--- config.mk ---
export PLATFORM = sky130hd
export DESIGN_NAME = gbts_ctrl
export DESIGN_NICKNAME = d
export VERILOG_FILES = /design/src/design/assert_macros.svh /design/src/design/gbts_pkg.sv /design/src/design/gbts_ctrl.sv
export SDC_FILE = /design/constraint.sdc
export NUM_CORES = 1
export LEC_CHECK = 0
export ABC_CLOCK_PERIOD_IN_PS = 12300
export BUFFER_PORTS_ARGS = -buffer_cell sky130_fd_sc_hd__buf_2
export CAP_MARGIN = 20
export CORE_UTILIZATION = 55
export CTS_CLUSTER_DIAMETER = 40
export DETAILED_ROUTE_END_ITERATION = 8
export HOLD_SLACK_MARGIN = 0.06
export PLACE_DENSITY = 0.75
export SLEW_MARGIN = 10
export SYNTH_ARGS = -nofsm -noshare
export SYNTH_HDL_FRONTEND = slang
export SYNTH_SLANG_ARGS = --single-unit
--- constraint.sdc ---
create_clock -name clk -period 12.3 [get_ports clk]
set_clock_uncertainty 0.15 [all_clocks]
set_input_delay 3.075 -clock clk [delete_from_list [all_inputs] [get_ports clk]]
set_output_delay 3.075 -clock clk [all_outputs]
set_load 0.01 [all_outputs]
--- src/design/assert_macros.svh ---
// ---------------------------------------------------------------------------
// Assertion macros shared by the RTL.
// Each macro checks a property clocked on the given clock and ignored while
// the given active-low reset is asserted.
// ---------------------------------------------------------------------------
`ifndef ASSERT_MACROS_SVH
`define ASSERT_MACROS_SVH

`ifndef SYNTHESIS

`define ASSERT_IMPLIES(lbl, ck, rstn, ante, cons) \
  lbl: assert property (@(posedge ck) disable iff (!(rstn)) (ante) |-> (cons)) \
    else $error("assertion failed");

`define ASSERT_NEXT(lbl, ck, rstn, ante, cons) \
  lbl: assert property (@(posedge ck) disable iff (!(rstn)) (ante) |=> (cons)) \
    else $error("assertion failed");

`else

`define ASSERT_IMPLIES(lbl, ck, rstn, ante, cons)

`define ASSERT_NEXT(lbl, ck, rstn, ante, cons)

`endif

`endif

--- src/design/gbts_pkg.sv ---
// ---------------------------------------------------------------------------
// gbts_pkg
// Types and codes shared by the gap buffer text store.
// ---------------------------------------------------------------------------
`timescale 1ns / 1ps

package gbts_pkg;

  localparam int unsigned CAPACITY_DEF = 1024;

  localparam int unsigned FUNC_W   = 2;
  localparam int unsigned CHAR_W   = 8;
  localparam int unsigned POS_W    = 11;
  localparam int unsigned STATUS_W = 2;

  localparam logic [FUNC_W-1:0] FUNC_INSERT = 2'd0;
  localparam logic [FUNC_W-1:0] FUNC_MOVE   = 2'd1;
  localparam logic [FUNC_W-1:0] FUNC_READ   = 2'd2;

  localparam logic [STATUS_W-1:0] STATUS_OK    = 2'd0;
  localparam logic [STATUS_W-1:0] STATUS_FULL  = 2'd1;
  localparam logic [STATUS_W-1:0] STATUS_RANGE = 2'd2;

  typedef struct packed {
    logic [FUNC_W-1:0] func;
    logic [CHAR_W-1:0] char_value;
    logic [POS_W-1:0]  position;
  } in_word_t;

  typedef struct packed {
    logic [STATUS_W-1:0] status;
    logic [CHAR_W-1:0]   char_out;
    logic [POS_W-1:0]    text_length;
    logic [POS_W-1:0]    cursor;
  } out_word_t;

endpackage

--- src/design/gbts_ctrl.sv ---
// ---------------------------------------------------------------------------
// gbts_ctrl
// Sequencer for the gap buffer: runs inserts, reads and byte-by-byte cursor
// moves against the byte store and holds the result word.
// ---------------------------------------------------------------------------
`timescale 1ns / 1ps

module gbts_ctrl #(
  parameter int unsigned CAPACITY = gbts_pkg::CAPACITY_DEF,
  localparam int unsigned AW = $clog2(CAPACITY)
) (
  input  logic                        clk,
  input  logic                        rst_n,
  input  logic                        in_valid,
  output logic                        in_stall,
  input  gbts_pkg::in_word_t          in_word,
  output logic                        out_valid,
  input  logic                        out_stall,
  output gbts_pkg::out_word_t         out_word,
  output logic                        mem_we,
  output logic [AW-1:0]               mem_waddr,
  output logic [gbts_pkg::CHAR_W-1:0] mem_wdata,
  output logic                        mem_re,
  output logic [AW-1:0]               mem_raddr,
  input  logic [gbts_pkg::CHAR_W-1:0] mem_rdata
);

  localparam int unsigned PW = $clog2(CAPACITY + 1);
  localparam int unsigned CW = (PW > gbts_pkg::POS_W) ? PW : gbts_pkg::POS_W;

  typedef enum logic [3:0] {
    ST_IDLE = 4'b0001,
    ST_EXEC = 4'b0010,
    ST_MOVE = 4'b0100,
    ST_RESP = 4'b1000
  } state_t;

  state_t                        state_r, state_nxt;
  gbts_pkg::in_word_t            item_r, item_nxt;
  logic [PW-1:0]                 gs_r, gs_nxt;
  logic [PW-1:0]                 ge_r, ge_nxt;
  logic [gbts_pkg::STATUS_W-1:0] status_r, status_nxt;
  logic                          left_r, left_nxt;
  logic [PW-1:0]                 rd_ptr_r, rd_ptr_nxt;
  logic [PW-1:0]                 wr_ptr_r, wr_ptr_nxt;
  logic [PW-1:0]                 rd_left_r, rd_left_nxt;
  logic                          wr_pend_r, wr_pend_nxt;
  logic                          out_valid_r, out_valid_nxt;
  gbts_pkg::out_word_t           out_word_r, out_word_nxt;

  logic [PW-1:0] gap;
  logic [PW-1:0] len;
  logic [CW-1:0] pos_cw;
  logic [CW-1:0] len_cw;
  logic [CW-1:0] gs_cw;
  logic [PW-1:0] tgt;
  logic [PW-1:0] rd_idx;
  logic          out_free;
  logic          accept;

  assign gap      = ge_r - gs_r;
  assign len      = PW'(CAPACITY) - gap;
  assign pos_cw   = CW'(item_r.position);
  assign len_cw   = CW'(len);
  assign gs_cw    = CW'(gs_r);
  assign tgt      = (pos_cw > len_cw) ? len : PW'(pos_cw);
  assign rd_idx   = (pos_cw < gs_cw) ? PW'(pos_cw) : PW'(pos_cw) + gap;
  assign out_free = !out_valid_r || !out_stall;
  assign in_stall = !((state_r == ST_IDLE) || ((state_r == ST_RESP) && out_free));
  assign accept   = in_valid && !in_stall;

  always_comb begin
    state_nxt     = state_r;
    item_nxt      = item_r;
    gs_nxt        = gs_r;
    ge_nxt        = ge_r;
    status_nxt    = status_r;
    left_nxt      = left_r;
    rd_ptr_nxt    = rd_ptr_r;
    wr_ptr_nxt    = wr_ptr_r;
    rd_left_nxt   = rd_left_r;
    wr_pend_nxt   = wr_pend_r;
    out_valid_nxt = out_valid_r && out_stall;
    out_word_nxt  = out_word_r;
    mem_we        = 1'b0;
    mem_waddr     = wr_ptr_r[AW-1:0];
    mem_wdata     = mem_rdata;
    mem_re        = 1'b0;
    mem_raddr     = rd_ptr_r[AW-1:0];

    unique case (state_r)
      ST_IDLE: begin
        if (accept) begin
          item_nxt  = in_word;
          state_nxt = ST_EXEC;
        end
      end

      ST_EXEC: begin
        status_nxt = gbts_pkg::STATUS_OK;
        state_nxt  = ST_RESP;
        unique case (item_r.func)
          gbts_pkg::FUNC_INSERT: begin
            if (gs_r == ge_r) begin
              status_nxt = gbts_pkg::STATUS_FULL;
            end else begin
              mem_we    = 1'b1;
              mem_waddr = gs_r[AW-1:0];
              mem_wdata = item_r.char_value;
              gs_nxt    = gs_r + PW'(1);
            end
          end
          gbts_pkg::FUNC_MOVE: begin
            if (tgt < gs_r) begin
              left_nxt    = 1'b1;
              rd_ptr_nxt  = gs_r - PW'(1);
              wr_ptr_nxt  = ge_r - PW'(1);
              rd_left_nxt = gs_r - tgt;
              wr_pend_nxt = 1'b0;
              ge_nxt      = ge_r - (gs_r - tgt);
              gs_nxt      = tgt;
              state_nxt   = ST_MOVE;
            end else if (tgt > gs_r) begin
              left_nxt    = 1'b0;
              rd_ptr_nxt  = ge_r;
              wr_ptr_nxt  = gs_r;
              rd_left_nxt = tgt - gs_r;
              wr_pend_nxt = 1'b0;
              ge_nxt      = ge_r + (tgt - gs_r);
              gs_nxt      = tgt;
              state_nxt   = ST_MOVE;
            end
          end
          gbts_pkg::FUNC_READ: begin
            if (pos_cw >= len_cw) begin
              status_nxt = gbts_pkg::STATUS_RANGE;
            end else begin
              mem_re    = 1'b1;
              mem_raddr = rd_idx[AW-1:0];
            end
          end
          default: begin
          end
        endcase
      end

      ST_MOVE: begin
        if (wr_pend_r) begin
          mem_we     = 1'b1;
          wr_ptr_nxt = left_r ? wr_ptr_r - PW'(1) : wr_ptr_r + PW'(1);
        end
        if (rd_left_r != '0) begin
          mem_re      = 1'b1;
          rd_ptr_nxt  = left_r ? rd_ptr_r - PW'(1) : rd_ptr_r + PW'(1);
          rd_left_nxt = rd_left_r - PW'(1);
          wr_pend_nxt = 1'b1;
        end else begin
          wr_pend_nxt = 1'b0;
          state_nxt   = ST_RESP;
        end
      end

      ST_RESP: begin
        if (out_free) begin
          out_valid_nxt            = 1'b1;
          out_word_nxt.status      = status_r;
          out_word_nxt.char_out    = ((item_r.func == gbts_pkg::FUNC_READ) &&
                                      (status_r == gbts_pkg::STATUS_OK)) ? mem_rdata : '0;
          out_word_nxt.text_length = len_cw[gbts_pkg::POS_W-1:0];
          out_word_nxt.cursor      = gs_cw[gbts_pkg::POS_W-1:0];
          state_nxt                = ST_IDLE;
          if (accept) begin
            item_nxt  = in_word;
            state_nxt = ST_EXEC;
          end
        end
      end

      default: begin
        state_nxt = ST_IDLE;
      end
    endcase
  end

  always_ff @(posedge clk) begin
    if (!rst_n) begin
      state_r     <= ST_IDLE;
      gs_r        <= '0;
      ge_r        <= PW'(CAPACITY);
      wr_pend_r   <= 1'b0;
      out_valid_r <= 1'b0;
    end else begin
      state_r     <= state_nxt;
      gs_r        <= gs_nxt;
      ge_r        <= ge_nxt;
      wr_pend_r   <= wr_pend_nxt;
      out_valid_r <= out_valid_nxt;
    end
  end

  always_ff @(posedge clk) begin
    item_r     <= item_nxt;
    status_r   <= status_nxt;
    left_r     <= left_nxt;
    rd_ptr_r   <= rd_ptr_nxt;
    wr_ptr_r   <= wr_ptr_nxt;
    rd_left_r  <= rd_left_nxt;
    out_word_r <= out_word_nxt;
  end

  assign out_valid = out_valid_r;
  assign out_word  = out_word_r;

endmodule

==> impl_metrics.ini, run 1 <==
[yosys]
synth_edf_count = 87
synthesis.nets = 1205
synthTopCellsByArea = edfxtp_1, ha_1, xnor2_1
ys_seq_elements = 115
synth-main-ff-cell = edfxtp_1
syn_area_per_cell_sq_um = 8.97
syn_inst = 1074
syn_area_sq_um = 9630
yosysSeqAreaShare_pct = 32.9
synth_top_area_share_pct = 27.1
ys_warn_count = 0
synthArstFlopShare_pct = 0
synth_top_cell_by_area = edfxtp_1
synth_cell_types = 69

[grt]
antenna_found_initial = 0
grt_start_max_net_pins = 48
grt_pass1_vias = 8068
grt_pass1_wl_um = 43400
grt_overflow = 0
grt_util_all_layers_pct = 31.4

[routing]
final_antenna_net_count = 0
totalWireLength_um = 27600
dr_total_vias = 8574
drt-vias-per-instance = 6.14
drc = 0
post_drt_wl_per_cell_um = 19.8
first_iter_violations = 875
first_pass_iters = 5

[layout]
num_antenna_cells = 0
area_growth_pct = 13.6
layout-drive-gt1-share_pct = 16.7
mostFrequentLayoutCells = nand2_1, buf_2, ha_1, edfxtp_1, o21ai_0
final_common_cell = nand2_1
finalCoreUtilization_pct = 63.7
fin_nets = 1289

[cts]
clock_sinks = 115
cts_tree = built
cts_buffers = 17
clk_pin_slew_ps = 60
cts_setup_buffers = 0
clock_latency_ps = 430
post_cts_resize_count = 0
cts_hold_buffers = 0
cts.path.max_buffers = 2
cts-root-buf = clkbuf_16
h-tree-depth = 4

[sta]
maxSlewViolCount = 0
tns_ps = 0
max_freq_mhz = 85.2
tightest_slew_ps = 1060
layout_min_cycle_time_ps = 11730
slew_headroom_pct = 29.2
grt_setup_unrepaired = no
finalSetupViolations = 0
finalCritPeriodShare_pct = 95.4
report.final.hold_viol_count = 0

[die]
start_util_pct = 56.1
die_h_um = 134
core_sq_um = 17200
fp.dieW_um = 134
rows = 48
pin_count = 97
die-area_sq_um = 18000

[worst_setup_path]
path_class = register to output pin
timing.rr.end = ge_r[10]
required_ps = 9070
arrival_ps = 8510
cp_slowest_stage_delay_ps = 770
critPathBufInv = 5
r2r_setup_slack_ps = 1820
r2r_start = gs_cw[1]
reg2reg_depth = 39
endpoint_kind = output pin
critPathTopFamily = compound AO/OA/AOI/OAI gates
slowest_stage = a2111oi_0
crit_fanout = 26
worstSetupStartpointType = register

[min_path]
worstHoldPathCells = 0
hold_path_startpoint = status_r[1]
hp-class = register to register
whs_endpoint = out_word[31]

[flow_run]
maxCapViolCount = 0

[placement]
dp_hpwl_um = 20100
port_buffers = 96
gp_congestion = 0.930

[status]
status = completed
## through the flow
stage	worst slack, ps	instances	area [sq um]	hold slack [ps]
floorplan	2810	1074	9630	278
global placement	1660	1363	10400	283
detailed placement	1470	1363	10400	286
CTS	865	1395	10900	301
global route	101	1396	10900	308
finish	566	1396	10900	313
## registers in the layout, indices dropped and copies added (netlist names)
signal / flops
rd_left_r: 11
gs_cw: 11
item_r: 10
left_r: 1
pos_cw: 11
out_word: 32
status_r: 2
wr_pend_r: 1
state_r: 4
out_valid: 1
wr_ptr_r: 10
ge_r: 11
rd_ptr_r: 10
## how the worst max path moves through the flow
stage              from  endpoint  slack (ps)  depth (start not counted)
3_3_place_gp   gs_cw[1]    mem_we        1660                         30
3_5_place_dp   gs_cw[1]    mem_we        1470                         28
2_1_floorplan   ge_r[0]    mem_we        2810                         30
4_1_cts        gs_cw[1]    mem_we         870                         28
6_report       gs_cw[1]    mem_we         570                         28
5_1_grt        gs_cw[1]    mem_we         100                         28
## cells in the mapped netlist, drive strengths merged, types with 25 or more instances
cell and n:
nand2 106, ha 91, edfxtp 87, o21ai 76, inv 72, xnor2 67
a21oi 57, nor2 56, clkbuf 41, nand3 36, mux2 30, dfxtp 28
o211ai 27, a21o 25
## layer usage
metal  GRT usage [%]  vias up  routed length, um
li1                -     4075                  -
met1            41.5     4010              11400
met2            49.3      413              12500
met3            5.56       76               2370
met4            16.3        0               1250
met5               0        -                  0
## final cells by class
cell class	instances	area [sq um]
clock inverters	15	165
clock buffers	17	425
well taps	225	282
repair buffers	111	593
inverters	72	270
fillers	1456	6230
multi-input cells	841	6040
flip-flops and latches	115	3170
## kinds of logic after synthesis
family | count (synthesis) | synth area share, %
AOI/OAI and AO/OA | 289 | 19.5
xor gates and xnor gates | 91 | 8.27
adders and majority gates | 102 | 13.7
buffers and inverters | 118 | 4.77
DFF | 115 | 32.9
muxes | 34 | 4.23
and+or+nand+nor | 325 | 16.6
Power of run 1 is left out: the tool's default activity adds up to more than one toggle a clock period on the data nets, which glitch-free logic cannot reach.
==> inputs of run 2 (changes only) <==
Settings changed: CORE_MARGIN set to 2.
==> impl_metrics.ini, run 2 (synthesis gave the netlist of run 1 again) <==
[layout]
final_common_cell = nand2_1
layout-drive-gt1-share_pct = 16.8
finalCoreUtilization_pct = 63.6
fin_nets = 1290
mostFrequentLayoutCells = nand2_1, buf_2, ha_1, edfxtp_1, o21ai_0
area_growth_pct = 13.8
final_cell_count_no_fill = 1397
largest_reg_flops = 32
num_antenna_cells = 0

[worst_setup_path]
path_common_cell = o21ai_0
arrival_ps = 8530
cp_slowest_stage_delay_ps = 560
required_ps = 9070
r2r_setup_slack_ps = 1870
worstSetupStartpointType = register
slowest_stage = maj3_2
crit_fanout = 26
endpoint_kind = output pin
path_class = register to output pin

[cts]
cts_hold_buffers = 0
cts-root-buf = clkbuf_16
cts_buffers = 17
clk_pin_slew_ps = 60
h-tree-depth = 4
cts.path.max_buffers = 2
clock_sinks = 115
clock_latency_ps = 430
post_cts_resize_count = 0
cts_setup_buffers = 0
cts_tree = built

[grt]
grt_pass1_vias = 8108
antenna_found_initial = 1
grt_start_max_net_pins = 40
grt_util_all_layers_pct = 30.0
grt_overflow = 0
grt_pass1_wl_um = 42800

[die]
core_sq_um = 17200
die_h_um = 136
pin_count = 97
die-area_sq_um = 18600
fp.dieW_um = 136
start_util_pct = 55.9
rows = 48

[routing]
drc = 0
dr_total_vias = 8481
drt-vias-per-instance = 6.07
first_pass_iters = 5
final_antenna_net_count = 0
post_drt_wl_per_cell_um = 19.5
first_iter_violations = 804
totalWireLength_um = 27200

[sta]
tns_ps = 0
layout_min_cycle_time_ps = 11760
finalCritPeriodShare_pct = 95.6
tightest_slew_ps = 1050
max_freq_mhz = 85.1
maxSlewViolCount = 0
slew_headroom_pct = 29.9
report.final.hold_viol_count = 0
grt_setup_unrepaired = no
finalSetupViolations = 0

[placement]
dp_hpwl_um = 20000
port_buffers = 96
gp_congestion = 0.989
dp.cells = 1364

[flow_run]
maxCapViolCount = 0

[status]
status = completed

[min_path]
hp-class = register to register
run 2: through the flow:
stage / hold WS [ps] / cell area, sq um / worst slack [ps]
after CTS: 311 / 11000 / 837
after global placement: 293 / 10400 / 1630
final: 311 / 11000 / 543
after detailed placement: 292 / 10400 / 1340
after global routing: 319 / 11000 / 7.92
after floorplan: 278 / 9630 / 2810
run 2: layout make-up:
| type | instances | area (sq um) |
|---|---|---|
| inverters | 72 | 270 |
| fillers | 1418 | 6270 |
| clock inverters | 15 | 171 |
| well taps | 225 | 282 |
| flip-flops and latches | 115 | 3170 |
| multi-input cells | 841 | 6040 |
| repair buffers | 112 | 601 |
| clock buffers | 17 | 425 |
run 2: path summary, 6_finish.rpt:
kind / startpoint / endpoint / cells past startpoint
min reg2reg: status_r[1] / out_word[31] / 0
min: status_r[1] / out_word[31] / 0
max reg2reg: gs_cw[0] / ge_r[10] / 41
max: gs_cw[0] / mem_we / 30
run 2: routing by layer:
layer	part of all wire, %	GRT usage (%)	vias up
li1	-	-	4079
met1	43	39.9	3958
met2	46	48.7	383
met3	7.7	5.70	61
met4	3.1	10.6	0
met5	0	0	-
run 2: critical path, delay by kind of cell (launching register included):
kind	cells	cell delay, ps
compound gates	11	2420
buf+inv	5	800
xor+xnor	1	310
flops	1	540
fa+ha+maj	6	2410
simple gates	6	1130
mux	1	460
Power of run 2 is left out for the same reason.
==> inputs of run 3 (changes only) <==
--- a/constraint.sdc
+++ b/constraint.sdc
@@ -4,2 +4,2 @@
 set_output_delay 3.075 -clock clk [all_outputs]
-set_load 0.01 [all_outputs]
+set_load 0.1 [all_outputs]
==> impl_metrics.ini, run 3 (synthesis gave the netlist of run 1 again) <==
[die]
rows = 48
start_util_pct = 55.9
core_sq_um = 17200
die-area_sq_um = 18600
fp.dieW_um = 136
die_h_um = 136
pin_count = 97

[placement]
port_buffers = 96
place_area_sq_um = 10400
dp_hpwl_um = 19900
gp_congestion = 0.974
dp.cells = 1365
dp_slack_ps = 1070

[worst_setup_path]
worstSetupStartpointType = register
required_ps = 9070
endpoint_kind = output pin
path_class = register to output pin
crit_fanout = 26
arrival_ps = 8450
r2r_setup_slack_ps = 2070
cp_slowest_stage_delay_ps = 620
slowest_stage = a2111oi_0
reg2reg_depth = 39

[sta]
finalSetupViolations = 0
timing.final.ws_setup_ps = 623
layout_min_cycle_time_ps = 11680
tns_ps = 0
max_freq_mhz = 85.6
maxSlewViolCount = 0
grt_setup_unrepaired = no
report.final.hold_viol_count = 0
finalCritPeriodShare_pct = 94.9
slew_headroom_pct = 29.9
tightest_slew_ps = 1050

[min_path]
hp-class = register to register
worstHoldPathCells = 0

[layout]
multiInputGateArea_sq_um = 6040
num_antenna_cells = 0
mostFrequentLayoutCells = nand2_1, buf_2, ha_1, edfxtp_1, o21ai_0
layout-drive-gt1-share_pct = 16.9
final_cell_count_no_fill = 1398
final_common_cell = nand2_1
fin_nets = 1291
largest_reg_flops = 32
regArea_sq_um = 3170
design_area_sq_um = 11000
area_growth_pct = 14.1
nFillCells = 1398

[routing]
drc = 0
first_pass_iters = 7
drt-vias-per-instance = 6.04
final_antenna_net_count = 0
dr_total_vias = 8450
first_iter_violations = 896
post_drt_wl_per_cell_um = 19.3
totalWireLength_um = 26900

[grt]
grt_util_all_layers_pct = 29.9
antenna_found_initial = 0
grt_start_max_net_pins = 40
grt_pass1_wl_um = 42600
grt_pass1_vias = 7976
grt_overflow = 0

[cts]
clock_sinks = 115
clk_pin_slew_ps = 60
cts-root-buf = clkbuf_16
cts_hold_buffers = 0
clock_latency_ps = 430
cts_tree = built
h-tree-depth = 4
cts_buffers = 17
cts.path.max_buffers = 2

[flow_run]
maxCapViolCount = 0

[status]
status = completed
## run 3: changes by cell type in the layout (fill, tap and decap cells not counted), sizes merged
| cell | delta |
|---|---|
| clkbuf | +1 |
| clkinv | -4 |
| clkinvlp | +2 |
| inv | +2 |
## run 3: area by class of cell
| type | count | share of cell area (%) |
|---|---|---|
| clock inverters | 15 | 1.70 |
| well taps | 225 | 2.56 |
| clock buffers | 17 | 3.87 |
| repair buffers | 113 | 5.56 |
| multi-input cells | 841 | 55.0 |
| flip-flops and latches | 115 | 28.9 |
| inverters | 72 | 2.46 |
## run 3: critical path: cells and delay by family (launching register included)
| family | cells | cell delay, ps |
|---|---|---|
| flip-flops | 1 | 530 |
| buffers and inverters | 5 | 1140 |
| AND/OR/NAND/NOR | 7 | 1050 |
| adder cells (fa/ha/maj) | 5 | 2010 |
| multiplexers | 1 | 440 |
| AO/OA/AOI/OAI | 9 | 2410 |
| XOR/XNOR | 1 | 400 |
## run 3: path summary, 6_finish.rpt
path | to | startpoint
setup / recovery | mem_we | gs_cw[1]
hold / removal | out_word[31] | status_r[1]
setup reg to reg | ge_r[10] | gs_cw[1]
hold reg to reg | out_word[31] | status_r[1]
## run 3: routing by layer
layer  wire, um  global-route usage [%]
met1      11600                    40.1
met2      12500                    48.5
met3       2030                    4.59
met4        769                    12.2
met5          0                       0
## run 3: stage by stage
stage / utilization, % / hold slack (ps)
after floorplan: - / 278
after global placement: 60.1 / 289
after detailed placement: 60.1 / 291
after CTS: 63.7 / 305
after global routing: 63.8 / 321
final: 63.8 / 309
## run 3: timing repair
item / in CTS / in global routing
gates resized for setup: 0 / 2
setup endpoints to repair: 0 / 1
setup buffers: 0 / 0
Power of run 3 is left out for the same reason.
